`src/rtl/lsplit_pkg.sv`:
```
// ----------------------------------------------------------------------------
// lsplit_pkg
// shared constants, codes and types of the line splitter
// ----------------------------------------------------------------------------
package lsplit_pkg;

  localparam int LINE_CAPACITY = 64;
  localparam int STORE_DEPTH   = 64;
  localparam int ADDR_W        = $clog2(STORE_DEPTH);
  localparam int CNT_W         = $clog2(LINE_CAPACITY + 1);
  localparam int BYTE_W        = 8;

  localparam logic [BYTE_W-1:0] CH_NEWLINE   = 8'h0A;
  localparam logic [BYTE_W-1:0] CH_CR        = 8'h0D;
  localparam logic [BYTE_W-1:0] CH_BACKSLASH = 8'h5C;

  localparam logic MODE_DATA  = 1'b0;
  localparam logic MODE_FLUSH = 1'b1;

  typedef enum logic [1:0] {
    KIND_LINE = 2'd0,
    KIND_OVF  = 2'd1,
    KIND_TAIL = 2'd2
  } piece_kind_t;

  typedef enum logic [3:0] {
    ST_IDLE,
    ST_CR_CHK,
    ST_RD,
    ST_OUT,
    ST_BSL,
    ST_CP0,
    ST_CP1,
    ST_CP2,
    ST_EMPTY
  } state_t;

  typedef struct packed {
    logic              we;
    logic [ADDR_W-1:0] addr;
    logic [BYTE_W-1:0] wdata;
  } ram_req_t;

  typedef struct packed {
    logic              load;
    logic [BYTE_W-1:0] line_byte;
    logic              last_of_piece;
    piece_kind_t       piece_kind;
    logic              empty_line;
  } emit_t;

endpackage

```
`src/rtl/lsplit_if.sv`:
```
// ----------------------------------------------------------------------------
// lsplit_if
// valid/ready channels for input bytes and emitted line items
// ----------------------------------------------------------------------------
interface lsplit_in_if;
  logic                           valid;
  logic                           ready;
  logic                           mode;
  logic [lsplit_pkg::BYTE_W-1:0]  data_byte;

  modport source (output valid, output mode, output data_byte, input ready);
  modport sink   (input valid, input mode, input data_byte, output ready);
endinterface

interface lsplit_out_if;
  logic                           valid;
  logic                           ready;
  logic [lsplit_pkg::BYTE_W-1:0]  line_byte;
  logic                           last_of_piece;
  logic [1:0]                     piece_kind;
  logic                           empty_line;

  modport source (output valid, output line_byte, output last_of_piece,
                  output piece_kind, output empty_line, input ready);
  modport sink   (input valid, input line_byte, input last_of_piece,
                  input piece_kind, input empty_line, output ready);
endinterface

```
`src/rtl/lsplit_ram.sv`:
```
// ----------------------------------------------------------------------------
// lsplit_ram
// single-port synchronous ram, read-first, registered read data
// ----------------------------------------------------------------------------
module lsplit_ram #(
  parameter int DEPTH = 64,
  parameter int WIDTH = 8
) (
  input  logic                     clk,
  input  logic                     we,
  input  logic [$clog2(DEPTH)-1:0] addr,
  input  logic [WIDTH-1:0]         wdata,
  output logic [WIDTH-1:0]         rdata
);

  logic [WIDTH-1:0] mem [DEPTH];

  always_ff @(posedge clk) begin
    if (we) begin
      mem[addr] <= wdata;
    end
    rdata <= mem[addr];
  end

endmodule

```
`src/rtl/lsplit_ctrl.sv`:
```
// ----------------------------------------------------------------------------
// lsplit_ctrl
// sequencer: stores bytes, checks trailing carriage return, reads lines out
// ----------------------------------------------------------------------------
module lsplit_ctrl (
  input  logic                          clk,
  input  logic                          rst_n,
  input  logic                          in_valid,
  output logic                          in_ready,
  input  logic                          in_mode,
  input  logic [lsplit_pkg::BYTE_W-1:0] in_data_byte,
  input  logic                          out_free,
  output lsplit_pkg::emit_t             emit,
  output lsplit_pkg::ram_req_t          ram_req,
  input  logic [lsplit_pkg::BYTE_W-1:0] ram_rdata
);

  localparam int CNT_W  = lsplit_pkg::CNT_W;
  localparam int ADDR_W = lsplit_pkg::ADDR_W;

  lsplit_pkg::state_t            state_r, state_nxt;
  logic [CNT_W-1:0]              cnt_r, cnt_nxt;
  logic [CNT_W-1:0]              len_r, len_nxt;
  logic [ADDR_W-1:0]             idx_r, idx_nxt;
  lsplit_pkg::piece_kind_t       kind_r, kind_nxt;
  logic [lsplit_pkg::BYTE_W-1:0] byte_r, byte_nxt;

  logic             accept;
  logic             is_nl;
  logic             at_end;
  logic [CNT_W-1:0] cr_len;

  assign accept = in_valid && in_ready;
  assign is_nl  = (in_data_byte == lsplit_pkg::CH_NEWLINE);
  assign at_end = ((CNT_W'(idx_r) + CNT_W'(1)) == len_r);
  assign cr_len = (ram_rdata == lsplit_pkg::CH_CR) ? (cnt_r - CNT_W'(1)) : cnt_r;

  always_ff @(posedge clk) begin
    if (!rst_n) begin
      state_r <= lsplit_pkg::ST_IDLE;
      cnt_r   <= '0;
    end else begin
      state_r <= state_nxt;
      cnt_r   <= cnt_nxt;
    end
  end

  always_ff @(posedge clk) begin
    len_r  <= len_nxt;
    idx_r  <= idx_nxt;
    kind_r <= kind_nxt;
    byte_r <= byte_nxt;
  end

  // next state
  always_comb begin
    state_nxt = state_r;
    cnt_nxt   = cnt_r;
    len_nxt   = len_r;
    idx_nxt   = idx_r;
    kind_nxt  = kind_r;
    byte_nxt  = byte_r;
    unique case (state_r)
      lsplit_pkg::ST_IDLE: begin
        if (accept) begin
          priority if (in_mode == lsplit_pkg::MODE_FLUSH) begin
            if (cnt_r != '0) begin
              len_nxt   = cnt_r;
              idx_nxt   = '0;
              kind_nxt  = lsplit_pkg::KIND_TAIL;
              state_nxt = lsplit_pkg::ST_RD;
            end
          end else if (is_nl) begin
            state_nxt = (cnt_r == '0) ? lsplit_pkg::ST_EMPTY : lsplit_pkg::ST_CR_CHK;
          end else if (cnt_r == CNT_W'(lsplit_pkg::LINE_CAPACITY - 1)) begin
            byte_nxt  = in_data_byte;
            len_nxt   = CNT_W'(lsplit_pkg::LINE_CAPACITY - 2);
            idx_nxt   = '0;
            kind_nxt  = lsplit_pkg::KIND_OVF;
            state_nxt = lsplit_pkg::ST_RD;
          end else begin
            cnt_nxt = cnt_r + CNT_W'(1);
          end
        end
      end
      lsplit_pkg::ST_CR_CHK: begin
        len_nxt   = cr_len;
        idx_nxt   = '0;
        kind_nxt  = lsplit_pkg::KIND_LINE;
        state_nxt = (cr_len == '0) ? lsplit_pkg::ST_EMPTY : lsplit_pkg::ST_RD;
      end
      lsplit_pkg::ST_RD: begin
        state_nxt = lsplit_pkg::ST_OUT;
      end
      lsplit_pkg::ST_OUT: begin
        if (out_free) begin
          idx_nxt = idx_r + ADDR_W'(1);
          if (at_end) begin
            if (kind_r == lsplit_pkg::KIND_OVF) begin
              state_nxt = lsplit_pkg::ST_BSL;
            end else begin
              cnt_nxt   = '0;
              state_nxt = lsplit_pkg::ST_IDLE;
            end
          end else begin
            state_nxt = lsplit_pkg::ST_RD;
          end
        end
      end
      lsplit_pkg::ST_BSL: begin
        if (out_free) begin
          state_nxt = lsplit_pkg::ST_CP0;
        end
      end
      lsplit_pkg::ST_CP0: begin
        state_nxt = lsplit_pkg::ST_CP1;
      end
      lsplit_pkg::ST_CP1: begin
        state_nxt = lsplit_pkg::ST_CP2;
      end
      lsplit_pkg::ST_CP2: begin
        cnt_nxt   = CNT_W'(2);
        state_nxt = lsplit_pkg::ST_IDLE;
      end
      lsplit_pkg::ST_EMPTY: begin
        if (out_free) begin
          cnt_nxt   = '0;
          state_nxt = lsplit_pkg::ST_IDLE;
        end
      end
      default: begin
        state_nxt = lsplit_pkg::ST_IDLE;
      end
    endcase
  end

  // outputs
  always_comb begin
    in_ready           = 1'b0;
    ram_req.we         = 1'b0;
    ram_req.addr       = idx_r;
    ram_req.wdata      = in_data_byte;
    emit.load          = 1'b0;
    emit.line_byte     = ram_rdata;
    emit.last_of_piece = 1'b0;
    emit.piece_kind    = kind_r;
    emit.empty_line    = 1'b0;
    unique case (state_r)
      lsplit_pkg::ST_IDLE: begin
        in_ready = 1'b1;
        if (accept && in_mode == lsplit_pkg::MODE_DATA && is_nl) begin
          ram_req.addr = cnt_r[ADDR_W-1:0] - ADDR_W'(1);
        end else begin
          ram_req.addr = cnt_r[ADDR_W-1:0];
        end
        ram_req.we = accept && (in_mode == lsplit_pkg::MODE_DATA) && !is_nl;
      end
      lsplit_pkg::ST_OUT: begin
        emit.load          = out_free;
        emit.last_of_piece = at_end && (kind_r != lsplit_pkg::KIND_OVF);
      end
      lsplit_pkg::ST_BSL: begin
        emit.load          = out_free;
        emit.line_byte     = lsplit_pkg::CH_BACKSLASH;
        emit.last_of_piece = 1'b1;
        emit.piece_kind    = lsplit_pkg::KIND_OVF;
      end
      lsplit_pkg::ST_CP0: begin
        ram_req.addr = ADDR_W'(lsplit_pkg::LINE_CAPACITY - 2);
      end
      lsplit_pkg::ST_CP1: begin
        ram_req.we    = 1'b1;
        ram_req.addr  = ADDR_W'(0);
        ram_req.wdata = ram_rdata;
      end
      lsplit_pkg::ST_CP2: begin
        ram_req.we    = 1'b1;
        ram_req.addr  = ADDR_W'(1);
        ram_req.wdata = byte_r;
      end
      lsplit_pkg::ST_EMPTY: begin
        emit.load          = out_free;
        emit.line_byte     = '0;
        emit.last_of_piece = 1'b1;
        emit.piece_kind    = lsplit_pkg::KIND_LINE;
        emit.empty_line    = 1'b1;
      end
      default: begin
      end
    endcase
  end

`ifndef ASSERT_OFF
  a_cnt_range: assert property (@(posedge clk) disable iff (!rst_n)
    cnt_r < CNT_W'(lsplit_pkg::LINE_CAPACITY))
    else $error("stored count reached capacity");

  a_store_byte: assert property (@(posedge clk) disable iff (!rst_n)
    accept && in_mode == lsplit_pkg::MODE_DATA && !is_nl &&
    cnt_r != CNT_W'(lsplit_pkg::LINE_CAPACITY - 1)
    |=> state_r == lsplit_pkg::ST_IDLE && cnt_r == $past(cnt_r) + CNT_W'(1))
    else $error("plain byte did not advance the count");

  a_flush_empty: assert property (@(posedge clk) disable iff (!rst_n)
    accept && in_mode == lsplit_pkg::MODE_FLUSH && cnt_r == '0
    |=> state_r == lsplit_pkg::ST_IDLE)
    else $error("flush of empty store started a readout");

  a_ovf_last: assert property (@(posedge clk) disable iff (!rst_n)
    emit.load && emit.last_of_piece && emit.piece_kind == lsplit_pkg::KIND_OVF
    |-> emit.line_byte == lsplit_pkg::CH_BACKSLASH)
    else $error("overflow piece not closed by backslash");
`endif

endmodule

```
`src/rtl/line_splitter_with_overflow.sv`:
```
// ----------------------------------------------------------------------------
// line_splitter_with_overflow
// splits a byte stream into lines held in a 64-byte line store
// ----------------------------------------------------------------------------
// in_if carries one transaction per byte (mode 0) or an end-of-stream flush
// (mode 1); out_if carries one transaction per emitted line byte, with
// last_of_piece on the final one, piece_kind and empty_line.
// a plain byte is written straight into the store, so back-to-back bytes are
// taken every cycle until the store fills. a newline first reads the byte
// before it for the carriage return check. each emitted byte is one store
// read, then one load of the output register. an overflow piece adds the
// backslash, then states CP0, CP1 and CP2 move the last two bytes to the
// front. all store traffic goes through one single-port ram. no new byte is
// taken while a piece is being read out. a newline reaches out_if through
// the carriage return check and a store read, a flush or the filling byte
// through a store read, a lone carriage return through the check alone and
// a newline on an empty store directly, each via the output register.
// reset clears the count and the sequencer; store contents are not cleared.
// a stalled receiver holds the output register and freezes the readout.
// ----------------------------------------------------------------------------
module line_splitter_with_overflow (
  input  logic                clk,
  input  logic                rst_n,
  lsplit_in_if.sink           in_if,
  lsplit_out_if.source        out_if
);

  lsplit_pkg::emit_t             emit;
  lsplit_pkg::ram_req_t          ram_req;
  logic [lsplit_pkg::BYTE_W-1:0] ram_rdata;
  logic                          out_free;

  logic                          out_valid_r;
  logic [lsplit_pkg::BYTE_W-1:0] out_byte_r;
  logic                          out_last_r;
  logic [1:0]                    out_kind_r;
  logic                          out_empty_r;

  assign out_free = !out_valid_r || out_if.ready;

  lsplit_ctrl u_ctrl (
    .clk          (clk),
    .rst_n        (rst_n),
    .in_valid     (in_if.valid),
    .in_ready     (in_if.ready),
    .in_mode      (in_if.mode),
    .in_data_byte (in_if.data_byte),
    .out_free     (out_free),
    .emit         (emit),
    .ram_req      (ram_req),
    .ram_rdata    (ram_rdata)
  );

  lsplit_ram #(
    .DEPTH (lsplit_pkg::STORE_DEPTH),
    .WIDTH (lsplit_pkg::BYTE_W)
  ) u_ram (
    .clk   (clk),
    .we    (ram_req.we),
    .addr  (ram_req.addr),
    .wdata (ram_req.wdata),
    .rdata (ram_rdata)
  );

  // output register
  always_ff @(posedge clk) begin
    if (!rst_n) begin
      out_valid_r <= 1'b0;
    end else if (out_free) begin
      out_valid_r <= emit.load;
    end
  end

  always_ff @(posedge clk) begin
    if (out_free && emit.load) begin
      out_byte_r  <= emit.line_byte;
      out_last_r  <= emit.last_of_piece;
      out_kind_r  <= emit.piece_kind;
      out_empty_r <= emit.empty_line;
    end
  end

  assign out_if.valid         = out_valid_r;
  assign out_if.line_byte     = out_byte_r;
  assign out_if.last_of_piece = out_last_r;
  assign out_if.piece_kind    = out_kind_r;
  assign out_if.empty_line    = out_empty_r;

endmodule
```
`src/flat_wrapper.sv`:
```
// flat-port wrapper written by rule: the top's interface ports become plain ports
module line_splitter_with_overflow_flat 
  (clk, rst_n, in_if_valid, in_if_mode, in_if_data_byte, in_if_ready, out_if_valid, out_if_line_byte, out_if_last_of_piece, out_if_piece_kind, out_if_empty_line, out_if_ready);
  lsplit_in_if in_if_i ();
  lsplit_out_if out_if_i ();
  input  logic clk;
  input  logic rst_n;
  input wire logic [$bits(in_if_i.valid)-1:0] in_if_valid;
  input wire logic [$bits(in_if_i.mode)-1:0] in_if_mode;
  input wire logic [$bits(in_if_i.data_byte)-1:0] in_if_data_byte;
  output wire logic [$bits(in_if_i.ready)-1:0] in_if_ready;
  output wire logic [$bits(out_if_i.valid)-1:0] out_if_valid;
  output wire logic [$bits(out_if_i.line_byte)-1:0] out_if_line_byte;
  output wire logic [$bits(out_if_i.last_of_piece)-1:0] out_if_last_of_piece;
  output wire logic [$bits(out_if_i.piece_kind)-1:0] out_if_piece_kind;
  output wire logic [$bits(out_if_i.empty_line)-1:0] out_if_empty_line;
  input wire logic [$bits(out_if_i.ready)-1:0] out_if_ready;
  assign in_if_i.valid = in_if_valid;
  assign in_if_i.mode = in_if_mode;
  assign in_if_i.data_byte = in_if_data_byte;
  assign in_if_ready = in_if_i.ready;
  assign out_if_valid = out_if_i.valid;
  assign out_if_line_byte = out_if_i.line_byte;
  assign out_if_last_of_piece = out_if_i.last_of_piece;
  assign out_if_piece_kind = out_if_i.piece_kind;
  assign out_if_empty_line = out_if_i.empty_line;
  assign out_if_i.ready = out_if_ready;
  line_splitter_with_overflow u_core (.clk(clk), .rst_n(rst_n), .in_if(in_if_i), .out_if(out_if_i));
endmodule
```
`config.mk`:
```
export PLATFORM = sky130hd
export DESIGN_NAME = line_splitter_with_overflow_flat
export DESIGN_NICKNAME = d
export VERILOG_FILES = /design/src/rtl/lsplit_pkg.sv /design/src/rtl/lsplit_if.sv /design/src/rtl/lsplit_ram.sv /design/src/rtl/lsplit_ctrl.sv /design/src/rtl/line_splitter_with_overflow.sv /design/src/flat_wrapper.sv
export SDC_FILE = /design/constraint.sdc
export NUM_CORES = 1
export LEC_CHECK = 0
export BUFFER_PORTS_ARGS = -buffer_cell sky130_fd_sc_hd__buf_2
export CAP_MARGIN = 25
export CORE_UTILIZATION = 36
export CTS_BUF_LIST = sky130_fd_sc_hd__clkbuf_2 sky130_fd_sc_hd__clkbuf_4 sky130_fd_sc_hd__clkbuf_8
export DETAILED_ROUTE_END_ITERATION = 16
export PLACE_DENSITY = 0.64
export SYNTH_ARGS = -nofsm -noshare
export SYNTH_HDL_FRONTEND = slang
export SYNTH_SLANG_ARGS = --single-unit
```
`constraint.sdc`:
```
create_clock -name clk -period 4 [get_ports clk]
set_input_delay 0.8 -clock clk [delete_from_list [all_inputs] [get_ports clk]]
set_output_delay 0.8 -clock clk [all_outputs]
set_load 0.03 [all_outputs]
```
Yosys cells after proc, flatten, opt, wreduce, memory -nomap -nowiden --
Memory sizes are Yosys's and may differ from the RTL's. A register that Yosys moved wholly into a read port is not among the register bits. Index checks and enable logic that the tools add are counted.
Cells by class: $add $sub $neg 5, equal/unequal tests 27, mux-type cells 54, bitwise logic cells 2, reduce and logical (&&, ||, !) cells 24
Operator list (number):
- 7-bit 2-to-1 mux | 14
- 4-bit 2-to-1 mux | 11
- 6-bit 2-to-1 mux | 7
- 4-bit case mux with 8 select lines | 1
- 8-bit case mux with 2 select lines | 2
- 7-bit case mux with 4 select lines | 1
- 6-bit case mux with 4 select lines | 1
- 6-bit case mux with 3 select lines | 1
- 4-bit by 3-bit equality test with 1-bit output, second input constant | 4
- 8-bit by 4-bit equality test with 1-bit output, second input constant | 2
- 7-bit zero test | 2
- 7-bit case mux with 2 select lines | 1
- 2-bit != test, second input constant | 6
- 6-bit AND reduction | 2
- 2-bit 2-to-1 mux | 5
- 5-bit AND reduction | 2
- 3-bit != test, second input constant | 3
- 9-bit AND reduction | 1
- 4-bit by 2-bit equality test with 1-bit output, second input constant | 2
- 2-bit by 1-bit != test with 1-bit output, second input constant | 4
- 2-bit case mux with 2 select lines | 2
- 6-bit by 1-bit adder with 7-bit output, second input constant | 1
- 7-bit by 1-bit adder with 7-bit output, second input constant | 1
- 7-bit by 6-bit equality test with 1-bit output, second input constant | 1
- other kinds (22) | 35
Word-level totals: flip-flop bits (word level) 47, memory bits (writable) 512, input port bits 13, word-level logic and storage cells 124, memories kept 1
Memory list:
- u_core.u_ram.mem | words 64, bits a word 8, read ports 1, clocked after Yosys merged registers in 1, wr ports 1, line lsplit_ram.sv:16 | logic [WIDTH-1:0] mem [DEPTH];

Longest topological paths before layout --
depth after elaboration 8, depth in mapped cells 17, mapped depth without buffers 11

Hierarchy --
A second synthesis with hierarchy kept.
Second synthesis, totals: cell total of the unflattened synthesis 1540, area total of the unflattened synthesis 23669.0 um2
By module, submodules not included:
- lsplit_ram | instances 1, cells each 1171, area each 20449.6 um2, seq. area each 15534.9 um2
- lsplit_ctrl | instances 1, cells each 352, area each 2801.4 um2, seq. area each 910.9 um2
- line_splitter_with_overflow | instances 1, cells each 17, area each 417.9 um2, seq. area each 380.4 um2

Worst setup path before layout --
OpenSTA, ideal clock, no wires.
path type reg2reg, start register u_core.u_ctrl.state_r[0], end memory u_core.u_ram.mem[0][0] (data pin), setup time 0.702 ns, data arrival time 3.752 ns, data required time 3.298 ns, slack -0.454 ns, cell stages (with the launch flop) 5, path buffers 2, cell sequence dfxtp_1 -> clkbuf_1 -> buf_1 -> mux2i_1 -> o21ai_0
RTL lines:
- start, declared | line lsplit_ctrl.sv:21 | lsplit_pkg::state_t state_r, state_nxt;
- start signal, assigned | line lsplit_ctrl.sv:40 | state_r <= lsplit_pkg::ST_IDLE;
- start signal, assigned | line lsplit_ctrl.sv:43 | state_r <= state_nxt;
- end, declared | line lsplit_ram.sv:16

Worst setup path after layout --
start register u_core.u_ctrl.cnt_r[0], end register u_core.u_ram.rdata[2], read port of u_core.u_ram.mem
Between the ends: cells in the longest elaborated chain, start to end 3
RTL lines:
- start, declared | line lsplit_ctrl.sv:22 | logic [CNT_W-1:0] cnt_r, cnt_nxt;
- start signal, assigned | line lsplit_ctrl.sv:44 | cnt_r <= cnt_nxt;
- 6-bit by 1-bit subtractor with 6-bit output | line lsplit_ctrl.sv:152 | ram_req.addr = cnt_r[ADDR_W-1:0] - ADDR_W'(1);
- 6-bit 2-to-1 mux (*) | line lsplit_ctrl.sv:151 | if (accept && in_mode == lsplit_pkg::MODE_DATA && is_nl) begin
- 6-bit case mux with 4 select lines (*) | line lsplit_ctrl.sv:148 | unique case (state_r)
- end, declared | line lsplit_ram.sv:13 | output logic [WIDTH-1:0] rdata
Mark *: on every way between the ends. The rest lies on a longest branch, timed or not. A chain may end at the register's enable or synchronous reset.

==> summary.md <==
| Metric | Value |
|---|---|
| CTS tree | `built` |
| Starting Density | `between 30% and 40%` |
| CP Launch Type | `flip-flop` |
| Fin crit share | `a little under 100%` |
| IO Count | `27` |
| FP Rows | `91` |
| Most common cell in the synthesized netlist | `edfxtp_1` |
| Core ar. | `slightly above 60000 um^2` |
| DR iter-0 viols | `2145` |
| Routed length per instance | `25.2 um` |
| Fin area | `between 20000 and 30000 um^2` |
| Area of the multi-input gates | `~5700 um^2` |
| Chip Height | `between 200 and 300 um` |
| Reg-to-Reg Start | `u_core.u_ctrl.cnt_r[0]` |
| Synthesized instance count | `approximately 1500` |
| Area occupied by registers | `between 15000 and 20000 um^2` |
| Hold Vio Cnt, Final | `0` |
| Post-Syn Area per Cell | `approximately 15 um^2` |
| Clock Latency Late Sink | `about 0.7 ns` |
| Yosys warnings | `0` |
| Critical Path AT | `around 4.5 ns` |
| Fmax | `~260 MHz` |
| Htree depth | `3` |
| Drt total wl | `69.7 mm` |
| Crit path time final | `around 3.9 ns` |
| Setup crit start | `u_core.u_ctrl.cnt_r[0]` |
| Largest cells by area after synthesis | `edfxtp_1, a22oi_1, nor2_1, mux2i_1, dfxtp_1` |
| Max-cap violations | `0` |
| Final WS setup | `0.0935 ns` |
| Grt ovf | `0` |
| Crit path top cell by count | `buf_4` |
| GRT Overall Usage | `a little over a fifth` |
| Final core utilization | `between 40% and 50%` |
| Hold-fix buffers at CTS | `0` |
| Cell taking the most area after synthesis | `edfxtp_1` |
| DP Cell Count | `between 2000 and 3000` |
| Number of enable flip-flop cells after synthesis | `approximately 550` |
| Ys flop type | `edfxtp_1` |
| HPWL after DPL | `47.9 mm` |
| Setup Crit Path Kind | `flip-flop to flip-flop` |
| Critical path's top delay family | `simple AND/OR/NAND/NOR gates` |
| Antenna violations before repair | `1` |
| Port Buffers | `26` |
| First-pass GRT wire length | `102 mm` |
| Vias per cell | `5.65` |
| Synth cell count leaders | `edfxtp_1, a22oi_1, nor2_1, nand2_1, mux2i_1` |
| Worst Setup End Kind | `flip-flop` |
| Largest net degree at the start of global routing | `65` |
| HP Start | `rst_n` |
| CTS buffer count | `90` |
| Clock root buffer | `clkbuf_8` |
| Asr flop ratio synth | `0%` |
| Clock Sinks | `approximately 570` |
| Area after DPL | `about 27000 um^2` |
| Sequential area share after synthesis | `around 74%` |
| HP Class | `input port to flip-flop` |
| Syn nets | `between 1500 and 2000` |
| Nets | `approximately 1900` |
| CTS max path bufs | `3` |
| Worst EP required | `about 4.6 ns` |
| Worst Skew | `approximately 0.039 ns` |
| Post-synth top area share | `roughly 72%` |
| Critical-path maximum fanout | `11` |
| Setup-failing EPs final | `0` |
| Layout cells sized above 1 | `a little under a third` |
| Area grow syn2layout | `25.1%` |
| Die area | `around 64000 um^2` |
| Drt first pass iters | `6` |
| Relative slew slack | `approximately 35%` |
| Final slew viol count | `0` |
| Leakage | `approximately 9.6 nW` |
| Max incr delay on CP | `between 0.5 and 0.6 ns` |
| WHS | `around 0.4 ns` |
| Worst-path clk slew | `0.07 ns` |
| DRC | `0` |
| VDD IR-drop max | `about 0.27 mV` |
| Status | `complete, no violations` |
| Vias | `~16000` |
| Unique cell type count in the Yosys netlist | `84` |
| DRT antenna net count | `0` |
| Buf/Inv on CP | `4` |
| Non-Filler Instances | `2766` |
| RSZ-0062 raised after global routing | `yes` |
| Setup TNS Final | `0 ns` |
| Pre-CTS setup slack | `-0.504 ns` |
| Cell Chain, Critical Path | `inv_1, buf_4, ha_1, nor4bb_2, nand4_1, mux2_2, o22ai_1, buf_4, nor2_2, buf_12, a22oi_1, a41oi_2, or4_4, or4b_1` |
| Vias in the first global route | `15400` |
| Cell Pwr Density | `459 nW/um^2` |
| # fillers | `approximately 5400` |
| Pin slew with the least headroom to its limit | `slightly below 1 ns` |
| Power, Total | `~13 mW` |
| RePlAce Congestion | `between 0.9 and 1` |
| Die X | `253 um` |
| Mapped Area | `approximately 23000 um^2` |
| Yosys reg bits | `~570` |
| Slowest cell on crit path | `or4_4` |
[routing by layer]
metal	global-route usage, %	share of wire (%)	vias to the layer above
met4	8.29	3.2	0
met1	29.9	41	7861
li1	-	-	6772
met2	34.0	46	840
met5	0	0	-
met3	4.75	9.3	142
[cell families after synthesis]
family	share of synthesized area, %
flip-flops	74.1
AO/OA/AOI/OAI	12.4
AND/OR/NAND/NOR	7.72
buffers and inverters	2.16
multiplexers	2.57
XOR/XNOR	0.772
adder cells (fa/ha/maj)	0.221
[path summary, 6_finish.rpt]
kind                            slack [ns]                       end  cells after the start
worst min-delay path                  0.40  u_core.u_ctrl.state_r[1]                      2
worst max register to register        0.09     u_core.u_ram.rdata[2]                     14
worst min register to register        0.58     u_core.u_ram.rdata[3]                      2
worst max-delay path                  0.09     u_core.u_ram.rdata[2]                     14
[cell type report]
cell class                      instances  share of cell area (%)
Multi-Input combinational cell        817                    20.0
Tap cell                              837                    3.69
Sequential cell                       567                    59.2
Antenna cell                            1                 0.00881
Inverter                               14                   0.189
Clock inverter                         47                   0.890
Timing Repair Buffer                  370                    11.0
Clock buffer                          113                    4.97
[flip-flops by register name, summed over array words and instances (netlist names)]
register                     cells
u_core.out_if.empty_line         1
u_core.out_if.last_of_piece      1
u_core.out_if.line_byte          8
u_core.out_if.piece_kind         2
u_core.out_if.valid              1
u_core.u_ctrl.byte_r             8
u_core.u_ctrl.cnt_r              7
u_core.u_ctrl.idx_r              6
u_core.u_ctrl.kind_r             2
u_core.u_ctrl.len_r              7
u_core.u_ctrl.state_r            4
u_core.u_ram.mem               512
u_core.u_ram.rdata               8
[cell usage in the layout (no fill, tap or decap), types with 14 or more instances in the layout]
master,instances
edfxtp_1,547
a41oi_1,19
o21ai_0,35
dfxtp_1,19
clkbuf_4,23
nor2_2,16
a21oi_1,30
a31oi_1,31
nor2_1,113
nand3_1,35
buf_12,32
clkbuf_8,90
a22oi_1,131
mux2i_1,46
buf_4,310
a221oi_1,24
nand2_1,70
buf_2,27
nand4_1,14
clkinv_1,27
[power by group]
part | internal, mW | switching, mW
Sequential | 6.58 | 0.0864
Clock | 2.39 | 2.30
Combinational | 0.667 | 1.01
Total | 9.64 | 3.40
[repair_timing]
action,in CTS,in global routing
endpoints found under the setup margin,2,6
resized for setup,13,11
hold endpoints to repair,0,0
pin swaps,7,6
buffers inserted,0,2
No activity file was read; power rests on OpenSTA's default activity.
